--- config.mk ---
export PLATFORM = sky130hd
export DESIGN_NAME = fth_ctrl
export DESIGN_NICKNAME = d
export VERILOG_FILES = /design/src/rtl/fth_pkg.sv /design/src/rtl/fth_ctrl.sv
export SDC_FILE = /design/constraint.sdc
export NUM_CORES = 1
export LEC_CHECK = 0
export ABC_CLOCK_PERIOD_IN_PS = 2980
export BUFFER_PORTS_ARGS = -buffer_cell sky130_fd_sc_hd__buf_2
export CAP_MARGIN = 20
export CORE_AREA = 2 2 39 41
export DETAILED_ROUTE_END_ITERATION = 7
export DIE_AREA = 0 0 41 43
export PLACE_DENSITY = 0.46
export SYNTH_ARGS = -nofsm -noshare
export SYNTH_HDL_FRONTEND = slang
export SYNTH_SLANG_ARGS = --single-unit
--- constraint.sdc ---
create_clock -name clk -period 2.98 [get_ports clk]
set_input_delay 0.894 -clock clk [delete_from_list [all_inputs] [get_ports clk]]
set_output_delay 0.894 -clock clk [all_outputs]
set_load 0.005 [all_outputs]
--- src/rtl/fth_pkg.sv ---
// shared types, constants and helper functions for the flow tuple hash table
`timescale 1ns / 1ps

package fth_pkg;

	localparam int BUCKET_BITS_DEF = 10;
	localparam int WAYS_DEF        = 4;

	localparam int TUPLE_W   = 96;
	localparam int COUNT_W   = 16;
	localparam int ENTRY_W   = 1 + TUPLE_W + COUNT_W;
	localparam int BIDX_W    = 10;
	localparam int STATUS_W  = 3;
	localparam int S_DATA_W  = 104;
	localparam int M_DATA_W  = 32;

	localparam logic [31:0] MIX_INIT   = 32'hdeadbeef;
	localparam logic [31:0] SEED_RESET = 32'h05123598;
	localparam int          MIX_STEPS  = 7;

	typedef enum logic [1:0] {
		OP_CREATE,
		OP_UPDATE,
		OP_DELETE,
		OP_UNUSED
	} op_t;

	typedef enum logic [2:0] {
		ST_OK,
		ST_DUP,
		ST_FULL,
		ST_MISS,
		ST_ODD
	} status_t;

	typedef enum logic [1:0] {
		TGT_X,
		TGT_Y,
		TGT_Z
	} mix_tgt_t;

	typedef enum logic [2:0] {
		S_CLEAR,
		S_IDLE,
		S_INIT,
		S_MIX,
		S_READ,
		S_EXEC
	} ctrl_state_t;

	typedef struct packed {
		logic clr;
		logic load;
		logic init;
		logic mix;
		logic rd;
		logic exec;
	} dp_cmd_t;

	typedef struct packed {
		logic clr_last;
		logic mix_last;
	} dp_stat_t;

	function automatic logic [31:0] rotl(input logic [31:0] w, input logic [4:0] s);
		logic [63:0] tmp;
		tmp = {w, w} << s;
		return tmp[63:32];
	endfunction

	// rotation amount of each final-mix step
	function automatic logic [4:0] mix_rot(input logic [2:0] step);
		logic [4:0] r;
		unique case (step)
			3'd0:    r = 5'd14;
			3'd1:    r = 5'd11;
			3'd2:    r = 5'd25;
			3'd3:    r = 5'd16;
			3'd4:    r = 5'd4;
			3'd5:    r = 5'd14;
			default: r = 5'd24;
		endcase
		return r;
	endfunction

	// word rewritten by each final-mix step
	function automatic mix_tgt_t mix_tgt(input logic [2:0] step);
		mix_tgt_t t;
		unique case (step)
			3'd0, 3'd3, 3'd6: t = TGT_Z;
			3'd1, 3'd4, 3'd7: t = TGT_X;
			default:          t = TGT_Y;
		endcase
		return t;
	endfunction

endpackage

--- src/rtl/fth_ctrl.sv ---
// controller: clearing pass, hash sequencing, table access and output handshake
`timescale 1ns / 1ps

module fth_ctrl (
	input  logic              clk,
	input  logic              arst_n,
	input  logic              s_tvalid,
	output logic              s_tready,
	output logic              m_tvalid,
	input  logic              m_tready,
	output fth_pkg::dp_cmd_t  cmd,
	input  fth_pkg::dp_stat_t stat
);

	fth_pkg::ctrl_state_t state_q, state_n;
	logic                 out_valid_q;
	logic                 out_free;

	assign out_free = !out_valid_q || m_tready;
	assign m_tvalid = out_valid_q;

	always_ff @(posedge clk or negedge arst_n) begin
		if (!arst_n) begin
			state_q     <= fth_pkg::S_CLEAR;
			out_valid_q <= 1'b0;
		end else begin
			state_q <= state_n;
			if (cmd.exec) begin
				out_valid_q <= 1'b1;
			end else if (m_tready) begin
				out_valid_q <= 1'b0;
			end
		end
	end

	always_comb begin
		state_n  = state_q;
		cmd      = '0;
		s_tready = 1'b0;
		unique case (state_q)
			fth_pkg::S_CLEAR: begin
				cmd.clr = 1'b1;
				if (stat.clr_last) begin
					state_n = fth_pkg::S_IDLE;
				end
			end
			fth_pkg::S_IDLE: begin
				s_tready = 1'b1;
				if (s_tvalid) begin
					cmd.load = 1'b1;
					state_n  = fth_pkg::S_INIT;
				end
			end
			fth_pkg::S_INIT: begin
				cmd.init = 1'b1;
				state_n  = fth_pkg::S_MIX;
			end
			fth_pkg::S_MIX: begin
				cmd.mix = 1'b1;
				if (stat.mix_last) begin
					state_n = fth_pkg::S_READ;
				end
			end
			fth_pkg::S_READ: begin
				cmd.rd  = 1'b1;
				state_n = fth_pkg::S_EXEC;
			end
			fth_pkg::S_EXEC: begin
				if (out_free) begin
					cmd.exec = 1'b1;
					state_n  = fth_pkg::S_IDLE;
				end
			end
			default: begin
				state_n = fth_pkg::S_IDLE;
			end
		endcase
	end

endmodule

Word level (Yosys, flattened, before mapping). Cells that the tools add are included.

Register bits after elaboration: 4. Logic and storage cells: 32. Output and inout bits: 8. Input bits: 6.

Muxes and demuxes: 16. Reduce and logical (&&, ||, !) cells: 5. Eq/ne operators: 9.

Operator list (count): $pmux 3 s6 (1); $mux 3 (4); $mux 1 (11); $ne 2x2->1 const B (4); $eq 3x2->1 const B (2); $eq 3x3->1 const B (2); $reduce_and 4->1 (1); $eq 3x1->1 const B (1); $logic_not 3->1 (1); $reduce_bool 2->1 (1); $logic_not 1->1 (1); $logic_or 1x1->1 (1).

Logic depth before layout (Yosys ltp). Gate-level depths: netlist of run 1.

Depth after elaboration: 5. Mapped depth: 4. Mapped depth without buffers: 3.

Worst setup path before layout of run 1. OpenSTA, ideal clock, no wires.

Path type: in2out. Start point: input port m_tready. End point: output port cmd[0] (netlist bit). Path buffers: 0. Arrival: 1.167 ns. Stages on the path: 2. Required time: 2.086 ns. Slack: 0.919 ns. Path through: nand2b_1 nor2b_4.

RTL lines: from (decl) (line fth_ctrl.sv:10) `input logic m_tready,`; to (decl) (line fth_ctrl.sv:11) `output fth_pkg::dp_cmd_t cmd,`.

==> run_results.csv, run 1 <==
group,metric,value,unit
setup_path,worstReg2RegStart,"state_q[1]$_DFFE_PN0P_",
layout,final_util,24.68,%
placement,portBuffers,13,
drt,dr.pass1.iters,1,
synthesis,synthMuxAreaShare,0,%
layout,final_common_cell,"buf_2",
drt,met2_length,241,microns
power_and_ir_drop,ir_worst_vdd,0.3053,mV
run_status,outcome,"finished, final reports clean",
clock_tree,cts-buffers-inserted,3,
synthesis,ys_types,16,
clock_tree,cts.path.max_buffers,2,
synthesis,synth_fa_ha_area_share,0,%
synthesis,netlist_instances,28,
global_route,grt_max_degree,11,
sta,period_share,76.64,%
floorplan,die_width,41,microns
sta,relSlewSlack,81.58,%
sta,tightest_slew,0.2763,ns
power_and_ir_drop,design_power_total,341.6,uW
layout,num-fill-cells,158,
drt,dr_wl_met3,28,microns
drt,highest_layer,"met3",
clock_tree,cts_tree,"yes",
drt,ant_nets,0,
sta,setup_tns,0,ns
synthesis,synth.avg_cell_area,9.161,sq um
synthesis,syn-num-nets,34,
placement,globalplace.congestion,0.7002,
setup_path,crit_path_start,"m_tready",
layout,seqCellArea,100.1,sq um
sta,period_minus_slack,2.284,ns
sta,finClkSkew,0.004851,ns
global_route,grt_pass1_wl,800,microns
drt,drc,0,
setup_path,cp-start-kind,"input port",
drt,viasPerCell,3.862,
global_route,grt_usage,8.174,%
synthesis,synth-compound-area-share,16.59,%
layout,area_delta_synth_final,33.17,%
setup_path,endpoint_kind,"output port",
global_route,overflow,0,
sta,drv_slew,0,
setup_path,required,2.09,ns
drt,wl_per_cell,8.500,microns
setup_path,crit_fanout,3,
sta,rsz0062_at_grt,"no",
global_route,antenna_found_initial,0,
synthesis,yosysSeqAreaShare,39.02,%
floorplan,coreArea,1384,sq um
synthesis,yosys.area_share.simple,34.15,%
clock_tree,htree_levels,1,
job,cap_violations,0,
layout,multiInputGateArea,130.1,sq um
synthesis,yosys_warnings,0,
clock_tree,cts_sinks,4,
floorplan,io_pins,14,
setup_path,critPathArrivalTime,1.39,ns
clock_tree,postCtsSetupBuffers,0,
sta,finalSetupViolCount,0,
clock_tree,clkLatencyLatePin,0.23,ns
drt,m1WireLength,223,microns
clock_tree,path_clk_slew,0.04,ns
floorplan,floorplan.rows,14,
sta,clock.fmax,437.9,MHz
floorplan,die-height,43,microns
synthesis,yosys.area_share.xor_xnor,0,%
layout,drive_gt1_share,47.62,%
layout,mostFrequentLayoutCells,"buf_2, dfrtp_1",
floorplan,initial_utilization,18.54,%
setup_path,crit_type,"in2out",
power_and_ir_drop,power.density,1000,nW/um^2
synthesis,syn_area,256.5,sq um
synthesis,ys_ff_latch,4,
layout,num_antenna_cells,0,
clock_tree,post_cts_resized,0,
synthesis,synth_top_family_by_area,"simple AND/OR/NAND/NOR gates",
hold_path,hp-class,"in2async",
sta,hold_viol,0,
clock_tree,root_buffer,"clkbuf_4",
clock_tree,cts_hold_buf,0,
layout,layout.nets,50,
drt,drtIter0Drc,0,
drt,totalWireLength,493,microns
global_route,first_global_vias,209,
floorplan,die_area,1763,sq um
power_and_ir_drop,leakagePower,0.1897,nW
drt,dr_total_vias,224,
[power breakdown]
part,internal [mW],switching [mW],total [mW]
registers,0.0806,0.0484,0.129
logic,0.0834,0.0636,0.147
clock network,0.0449,0.0207,0.0656
total,0.209,0.133,0.342
[area by class of cell]
class | instances | area share, %
clock buffer | 3 | 6.593
tap | 16 | 5.861
sequential | 4 | 29.30
timing repair buffer | 13 | 19.05
inverter | 1 | 1.099
multi-input combinational | 21 | 38.10
[metal layers]
layer	global-route usage [%]	vias to the layer above
met2	9.375	8
met1	7.843	94
met4	10.00	0
met5	0	-
li1	-	122
met3	6.283	0
[worst paths after layout]
kind	endpoint	slack, ns	depth (start not counted)
setup / recovery	cmd[0]	0.70	4
hold / removal	m_tvalid$_DFFE_PN0P_	0.46	1
setup reg to reg	m_tvalid$_DFFE_PN0P_	1.97	3
hold reg to reg	m_tvalid$_DFFE_PN0P_	0.52	2
max in group asynchronous	state_q[2]$_DFFE_PN0P_	2.40	1
min in group clk	m_tvalid$_DFFE_PN0P_	0.52	2
[critical path, cell delays in order]
cell and delay [ns]:
buf_2 0.09, nand2b_1 0.16, nor2b_4 0.13, buf_2 0.11
[per-stage QoR]
stage / instance area [sq um] / hold WS, ns / std cells / worst slack, ns
after global placement: 319.1 / 0.5094 / 55 / 0.6905
final: 341.6 / 0.4561 / 58 / 0.6962
after global routing: 341.6 / 0.4480 / 58 / 0.6402
after CTS: 341.6 / 0.4479 / 58 / 0.6907
after detailed placement: 319.1 / 0.5338 / 55 / 0.6933
after floorplan: 256.5 / 0.5083 / 28 / 0.9190
[logic make-up after synthesis]
| family | after synthesis |
|---|---|
| AO/OA/AOI/OAI | 7 |
| buffers and inverters | 3 |
| flip-flops | 4 |
| AND/OR/NAND/NOR | 14 |
[state kept, by name (all words and copies together), names as in the netlist]
name	flops
state_q	3
m_tvalid	1
[cell usage after synthesis]
library cell  instances  area share, %
nor2_1                3            4.4
nor2b_4               1            5.4
nand2b_1              1            2.4
or2_4                 1            3.4
dfrtp_1               4             39
inv_1                 1            1.5
a21oi_1               2            3.9
a21o_2                1            3.4
nand2_1               3            4.4
o21ai_0               2            3.9
nor3_1                3            5.9
nand2b_4              1            5.4
a311oi_1              1            3.4
buf_6                 2            8.8
or2b_1                1            2.9
o21ai_1               1            1.9
No activity file was read; power rests on OpenSTA's default activity.
==> inputs of run 2 (changes only) <==
--- a/config.mk
+++ b/config.mk
@@ -5,13 +5,14 @@
 export SDC_FILE = /design/constraint.sdc
 export NUM_CORES = 1
 export LEC_CHECK = 0
-export ABC_CLOCK_PERIOD_IN_PS = 2980
+export ABC_AREA = 1
+export ABC_CLOCK_PERIOD_IN_PS = 2000
 export BUFFER_PORTS_ARGS = -buffer_cell sky130_fd_sc_hd__buf_2
 export CAP_MARGIN = 20
 export CORE_AREA = 2 2 39 41
 export DETAILED_ROUTE_END_ITERATION = 7
 export DIE_AREA = 0 0 41 43
-export PLACE_DENSITY = 0.46
+export PLACE_DENSITY = 0.52
 export SYNTH_ARGS = -nofsm -noshare
 export SYNTH_HDL_FRONTEND = slang
 export SYNTH_SLANG_ARGS = --single-unit
==> constraint.sdc (replaced) <==
create_clock -name clk -period 2 [get_ports clk]
set_input_delay 0.6 -clock clk [delete_from_list [all_inputs] [get_ports clk]]
set_output_delay 0.6 -clock clk [all_outputs]
set_load 0.005 [all_outputs]
==> run 2 against run 1 <==
  * Core utilization grew 5.2 points
  * Largest power group unchanged
  * Wire length is 34% higher
  * Critical endpoint is now cmd[4]
  * Sequential power increased by 17%
  * Clock skew fell by 0.0047 ns
  * Global-route usage rose by 1.3 points
  * Highest routed layer unchanged
  * Power grew 62%
  * Clock power up 50%
==> run_results.csv, run 2 <==
group,metric,value,unit
run_status,outcome,"finished, final reports clean",
layout,largest_reg_flops,3,
clock_tree,cts_tree,"yes",
layout,num-fill-cells,163,
sta,clock.fmax,565.9,MHz
job,cap_violations,0,
synthesis,synth_fa_ha_area_share,0,%
synthesis,yosysTopAreaCellShare,32.65,%
clock_tree,postCtsSetupBuffers,0,
layout,drive_gt1_share,26.87,%
placement,placed_area,391.6,sq um
clock_tree,cts_sinks,4,
synthesis,synth.most_common_cell,"inv_1",
clock_tree,clkLatencyLatePin,0.23,ns
synthesis,post-synth-top-area-cell,"dfrtp_1",
global_route,antenna_found_initial,0,
synthesis,ys_types,10,
global_route,overflow,0,
synthesis,netlist_instances,51,
synthesis,async_flop_share,100.0,%
placement,dp_hpwl,560.5,microns
clock_tree,cts-buffers-inserted,3,
synthesis,synth_common_cells,"inv_1, nand2_1, nor2_1, nand3_1, dfrtp_1",
floorplan,die-height,43,microns
drt,dr.pass1.iters,4,
synthesis,ys_ff_latch,4,
sta,finalSetupViolCount,0,
synthesis,syn-num-nets,57,
clock_tree,path_clk_slew,0.04,ns
setup_path,endpoint_kind,"output port",
drt,totalWireLength,663,microns
setup_path,crit_fanout,6,
floorplan,die_area,1763,sq um
power_and_ir_drop,power.density,1333,nW/um^2
floorplan,io_pins,14,
synthesis,synth_top_family_by_area,"simple AND/OR/NAND/NOR gates",
sta,drv_slew,0,
synthesis,ys_dominant_reg_cell,"dfrtp_1",
global_route,grt_pass1_wl,1152,microns
synthesis,synthTopCellsByArea,"dfrtp_1, inv_1, nand2_1",
layout,multiInputGateArea,157.7,sq um
layout,layout.nets,75,
drt,viasPerCell,3.964,
power_and_ir_drop,ir_worst_vdd,0.5974,mV
setup_path,r2r_cells,6,
global_route,first_global_vias,324,
placement,globalplace.congestion,0.7636,
sta,tightest_slew,0.1858,ns
layout,num_antenna_cells,0,
sta,setup_tns,0,ns
synthesis,syn_area,306.5,sq um
layout,mostFrequentLayoutCells,"inv_1, buf_2, nand2_1",
sta,relSlewSlack,87.48,%
drt,ant_nets,0,
sta,period_minus_slack,1.767,ns
setup_path,crit_type,"reg2out",
synthesis,synth.avg_cell_area,6.011,sq um
floorplan,coreArea,1384,sq um
layout,regMostFlops,"state_q",
drt,drtIter0Drc,6,
clock_tree,cts_hold_buf,0,
placement,portBuffers,13,
power_and_ir_drop,leakagePower,0.2659,nW
floorplan,initial_utilization,22.15,%
sta,period_share,88.35,%
setup_path,cp-start-kind,"register",
layout,fin_area,414.1,sq um
clock_tree,post_cts_resized,0,
synthesis,yosys.area_share.xor_xnor,0,%
floorplan,floorplan.rows,14,
sta,rsz0062_at_grt,"no",
global_route,grt_usage,9.466,%
clock_tree,htree_levels,1,
setup_path,critPathArrivalTime,1.17,ns
synthesis,yosys_warnings,0,
layout,seqCellArea,100.1,sq um
drt,drc,0,
synthesis,synth_edf_count,0,
global_route,grt_max_degree,7,
placement,dp_cells,80,
floorplan,die_width,41,microns
clock_tree,root_buffer,"clkbuf_4",
clock_tree,cts.path.max_buffers,2,
power_and_ir_drop,design_power_total,552.2,uW
layout,area_delta_synth_final,35.10,%
sta,finClkSkew,0.0001061,ns
setup_path,required,1.40,ns
layout,finalNonFillerCells,83,
drt,dr_total_vias,329,
synthesis,synthMuxAreaShare,0,%
sta,hold_viol,0,
synthesis,yosys.area_share.simple,46.53,%
placement,post-place-ws,0.4660,ns
synthesis,yosysSeqAreaShare,32.65,%
hold_path,hp-class,"in2async",
synthesis,synth-compound-area-share,4.898,%
drt,wl_per_cell,7.988,microns
sta,final.setup.worst_slack,0.2329,ns
==> run 2: changes by cell type after synthesis, sizes merged, moves of 2 or more <==
cell	previous run	this run
nand3	0	6
nand2	3	12
nor2	3	11
buf	2	0
nor3	3	1
nand2b	2	0
inv	1	13
==> run 2: worst paths after layout <==
kind,end,slack (ns),startpoint
min,state_q[1]$_DFFE_PN0P_,0.17,arst_n
max in group asynchronous,state_q[0]$_DFFE_PN0P_,1.71,arst_n
max,cmd[4],0.23,state_q[2]$_DFFE_PN0P_
min reg2reg,m_tvalid$_DFFE_PN0P_,0.55,m_tvalid$_DFFE_PN0P_
min in group clk,m_tvalid$_DFFE_PN0P_,0.55,m_tvalid$_DFFE_PN0P_
max reg2reg,state_q[1]$_DFFE_PN0P_,0.82,state_q[1]$_DFFE_PN0P_
==> run 2: metal layers <==
| layer | track usage (%) | vias to the layer above | routed length [microns] |
|---|---|---|---|
| met5 | 0 | - | 0 |
| li1 | - | 185 | - |
| met4 | 2.000 | 0 | 0 |
| met2 | 14.69 | 11 | 319 |
| met3 | 4.712 | 0 | 40 |
| met1 | 11.36 | 133 | 304 |
==> run 2: critical path, stage by stage, from the launching register on <==
cell and delay, ns:
dfrtp_1 0.42, inv_1 0.16, nand3_1 0.15, nor2_1 0.10, buf_2 0.11
==> run 2: logic make-up (layout without fill, tap and decap cells) <==
kind of cell / Yosys count / after routing
AND/OR/NAND/NOR: 31 / 31
AO/OA/AOI/OAI: 3 / 3
flip-flops: 4 / 4
buffers and inverters: 13 / 29
==> run 2: through the flow <==
stage | utilization (%) | hold slack (ns)
global route | 29.93 | 0.1715
global placement | 28.30 | 0.4084
floorplan | - | 0.3044
CTS | 29.93 | 0.1623
finish | 29.93 | 0.1687
detailed placement | 28.30 | 0.4116
==> run 2: power breakdown <==
part	switching, mW	internal, mW	leakage [nW]
clock	0.0312	0.0670	0.0138
sequential	0.0355	0.115	0.0515
combinational	0.183	0.120	0.201
total	0.250	0.302	0.266
==> run 2: area by class of cell <==
class / count / share of cell area (%)
inverters: 13 / 11.78
flip-flops and latches: 4 / 24.17
repair buffers: 13 / 15.71
clock buffers: 3 / 5.438
multi-input cells: 34 / 38.07
well taps: 16 / 4.834
==> inputs of run 3 (changes only) <==
--- a/config.mk
+++ b/config.mk
@@ -10,8 +10,10 @@
 export BUFFER_PORTS_ARGS = -buffer_cell sky130_fd_sc_hd__buf_2
 export CAP_MARGIN = 20
 export CORE_AREA = 2 2 39 41
+export CTS_BUF_LIST = sky130_fd_sc_hd__clkbuf_8
 export DETAILED_ROUTE_END_ITERATION = 7
 export DIE_AREA = 0 0 41 43
+export GPL_ROUTABILITY_DRIVEN = 0
 export PLACE_DENSITY = 0.52
 export SYNTH_ARGS = -nofsm -noshare
 export SYNTH_HDL_FRONTEND = slang
==> run 3 against run 2 <==
  * Sequential power hardly changed
  * Cell count did not move
  * Global-route usage up 0.91 points
  * Cell area is 4.5% higher
  * Sequential share of layout area decreased by 1.0 points
  * Non-clock buffer count stayed put
  * Count of clock-buffer cells in the layout unchanged
  * Critical path depth did not move
  * Critical endpoint unchanged
  * Largest cell class unchanged
==> run_results.csv, run 3 (synthesis results as in run 2) <==
group,metric,value,unit
global_route,grt_usage,10.37,%
sta,relSlewSlack,87.48,%
drt,dr_total_vias,331,
setup_path,worst-path-buf-inv,2,
clock_tree,post_cts_resized,0,
sta,period_share,87.50,%
placement,dp_cells,80,
setup_path,crit_path_start,"state_q[2]$_DFFE_PN0P_",
job,cap_violations,0,
power_and_ir_drop,switchingPower,259.8,uW
floorplan,die_area,1763,sq um
sta,period_minus_slack,1.750,ns
power_and_ir_drop,power_frac_seq,24.2,%
layout,area_delta_synth_final,41.22,%
layout,num-fill-cells,164,
setup_path,crit_fanout,6,
power_and_ir_drop,ir_worst_vdd,0.5405,mV
power_and_ir_drop,leakagePower,0.2737,nW
sta,finClkSkew,0.001049,ns
layout,largest_reg_flops,3,
setup_path,critPathArrivalTime,1.15,ns
setup_path,crit_type,"reg2out",
sta,finalSetupViolCount,0,
sta,tightest_slew,0.1858,ns
floorplan,coreArea,1384,sq um
global_route,overflow,0,
power_and_ir_drop,internal-power,363.9,uW
clock_tree,path_clk_slew,0.03,ns
drt,drc,0,
clock_tree,root_buffer,"clkbuf_8",
setup_path,endpoint_kind,"output port",
setup_path,path_cells,"inv_1 > nand3_1 > nor2_1 > buf_2",
power_and_ir_drop,design_power_total,623.7,uW
setup_path,slowest_delay,0.41,ns
floorplan,die-height,43,microns
global_route,first_global_vias,325,
setup_path,worstReg2RegStart,"state_q[1]$_DFFE_PN0P_",
drt,wl_per_cell,8.157,microns
setup_path,cp_slowest_cell,"dfrtp_1",
power_and_ir_drop,power.density,1441,nW/um^2
layout,drive_gt1_share,26.87,%
sta,rsz0062_at_grt,"no",
floorplan,initial_utilization,22.15,%
placement,dp_hpwl,560.5,microns
layout,num_antenna_cells,0,
power_and_ir_drop,clkPwrFrac,27.3,%
hold_path,hp-class,"in2async",
power_and_ir_drop,p_comb_share,48.6,%
clock_tree,htree_levels,1,
drt,dr.pass1.iters,4,
global_route,grt_pass1_wl,1193,microns
setup_path,required,1.40,ns
clock_tree,cts_tree,"yes",
setup_path,cp_top_family,"flip-flops",
floorplan,floorplan.rows,14,
clock_tree,cts_sinks,4,
floorplan,io_pins,14,
drt,ant_nets,0,
drt,totalWireLength,677,microns
drt,viasPerCell,3.988,
clock_tree,cts.path.max_buffers,2,
clock_tree,postCtsSetupBuffers,0,
sta,setup_tns,0,ns
sta,hold_viol,0,
global_route,antenna_found_initial,0,
layout,mostFrequentLayoutCells,"inv_1, buf_2, nand2_1",
setup_path,cp-start-kind,"register",
clock_tree,cts_hold_buf,0,
sta,clock.fmax,571.4,MHz
power_and_ir_drop,switching_share,41.65,%
layout,regMostFlops,"state_q",
drt,drtIter0Drc,6,
global_route,grt_max_degree,7,
layout,finalNonFillerCells,83,
clock_tree,cts-buffers-inserted,3,
layout,layout.nets,75,
sta,drv_slew,0,
floorplan,die_width,41,microns
clock_tree,clkLatencyLatePin,0.22,ns
run_status,outcome,"finished, final reports clean",
placement,portBuffers,13,
run 3: cell counts in the layout (fill, tap and decap cells not counted):
No cell type changed its count.
run 3: power groups by stage:
stage / clock network, mW / registers (mW) / logic, mW
after floorplan: 0 / 0.147 / 0.208
after global routing: 0.182 / 0.157 / 0.355
after detailed placement: 0 / 0.152 / 0.307
after global placement: 0 / 0.155 / 0.312
final: 0.170 / 0.151 / 0.303
after CTS: 0.175 / 0.152 / 0.308
run 3: layer usage:
| metal | GRT usage, % | vias to the layer above | share of wire, % |
|---|---|---|---|
| met1 | 11.69 | 134 | 45 |
| met2 | 14.37 | 11 | 46 |
| li1 | - | 184 | - |
| met4 | 8.000 | 0 | 2.4 |
| met3 | 4.712 | 2 | 6.9 |
| met5 | 0 | - | 0 |
run 3: area by class of cell:
| cell class | instances | area (sq um) | area share (%) |
|---|---|---|---|
| timing repair buffer | 13 | 65.06 | 15.03 |
| inverter | 13 | 48.80 | 11.27 |
| tap | 16 | 20.02 | 4.624 |
| multi-input combinational | 34 | 157.7 | 36.42 |
| clock buffer | 3 | 41.29 | 9.538 |
| sequential | 4 | 100.1 | 23.12 |
run 3: final timing paths:
kind                                          endpoint  depth (start not counted)  slack (ns)
worst max-delay path                            cmd[4]                          4        0.25
min in group clk                  m_tvalid$_DFFE_PN0P_                          2        0.54
worst min-delay path              m_tvalid$_DFFE_PN0P_                          1        0.18
max in group asynchronous       state_q[2]$_DFFE_PN0P_                          1        1.70
worst min register to register    m_tvalid$_DFFE_PN0P_                          2        0.54
worst max register to register  state_q[1]$_DFFE_PN0P_                          6        0.82
run 3: worst register-to-register path, cell delays in order, from the launching register on:
cell     delay (ns)
dfrtp_1        0.39
inv_1          0.13
nand3_1        0.15
nor2_2         0.16
nor2_1         0.08
nand3_1        0.09
nand2_1        0.05
run 3: per-stage QoR:
stage / util (%) / cell area, sq um / worst slack [ns] / hold WS [ns]
after floorplan: - / 306.5 / 0.6174 / 0.3044
after global placement: 28.30 / 391.6 / 0.4321 / 0.4084
after detailed placement: 28.30 / 391.6 / 0.4660 / 0.4116
after CTS: 31.28 / 432.9 / 0.2364 / 0.1804
after global routing: 31.28 / 432.9 / 0.1334 / 0.1884
final: 31.28 / 432.9 / 0.2500 / 0.1832
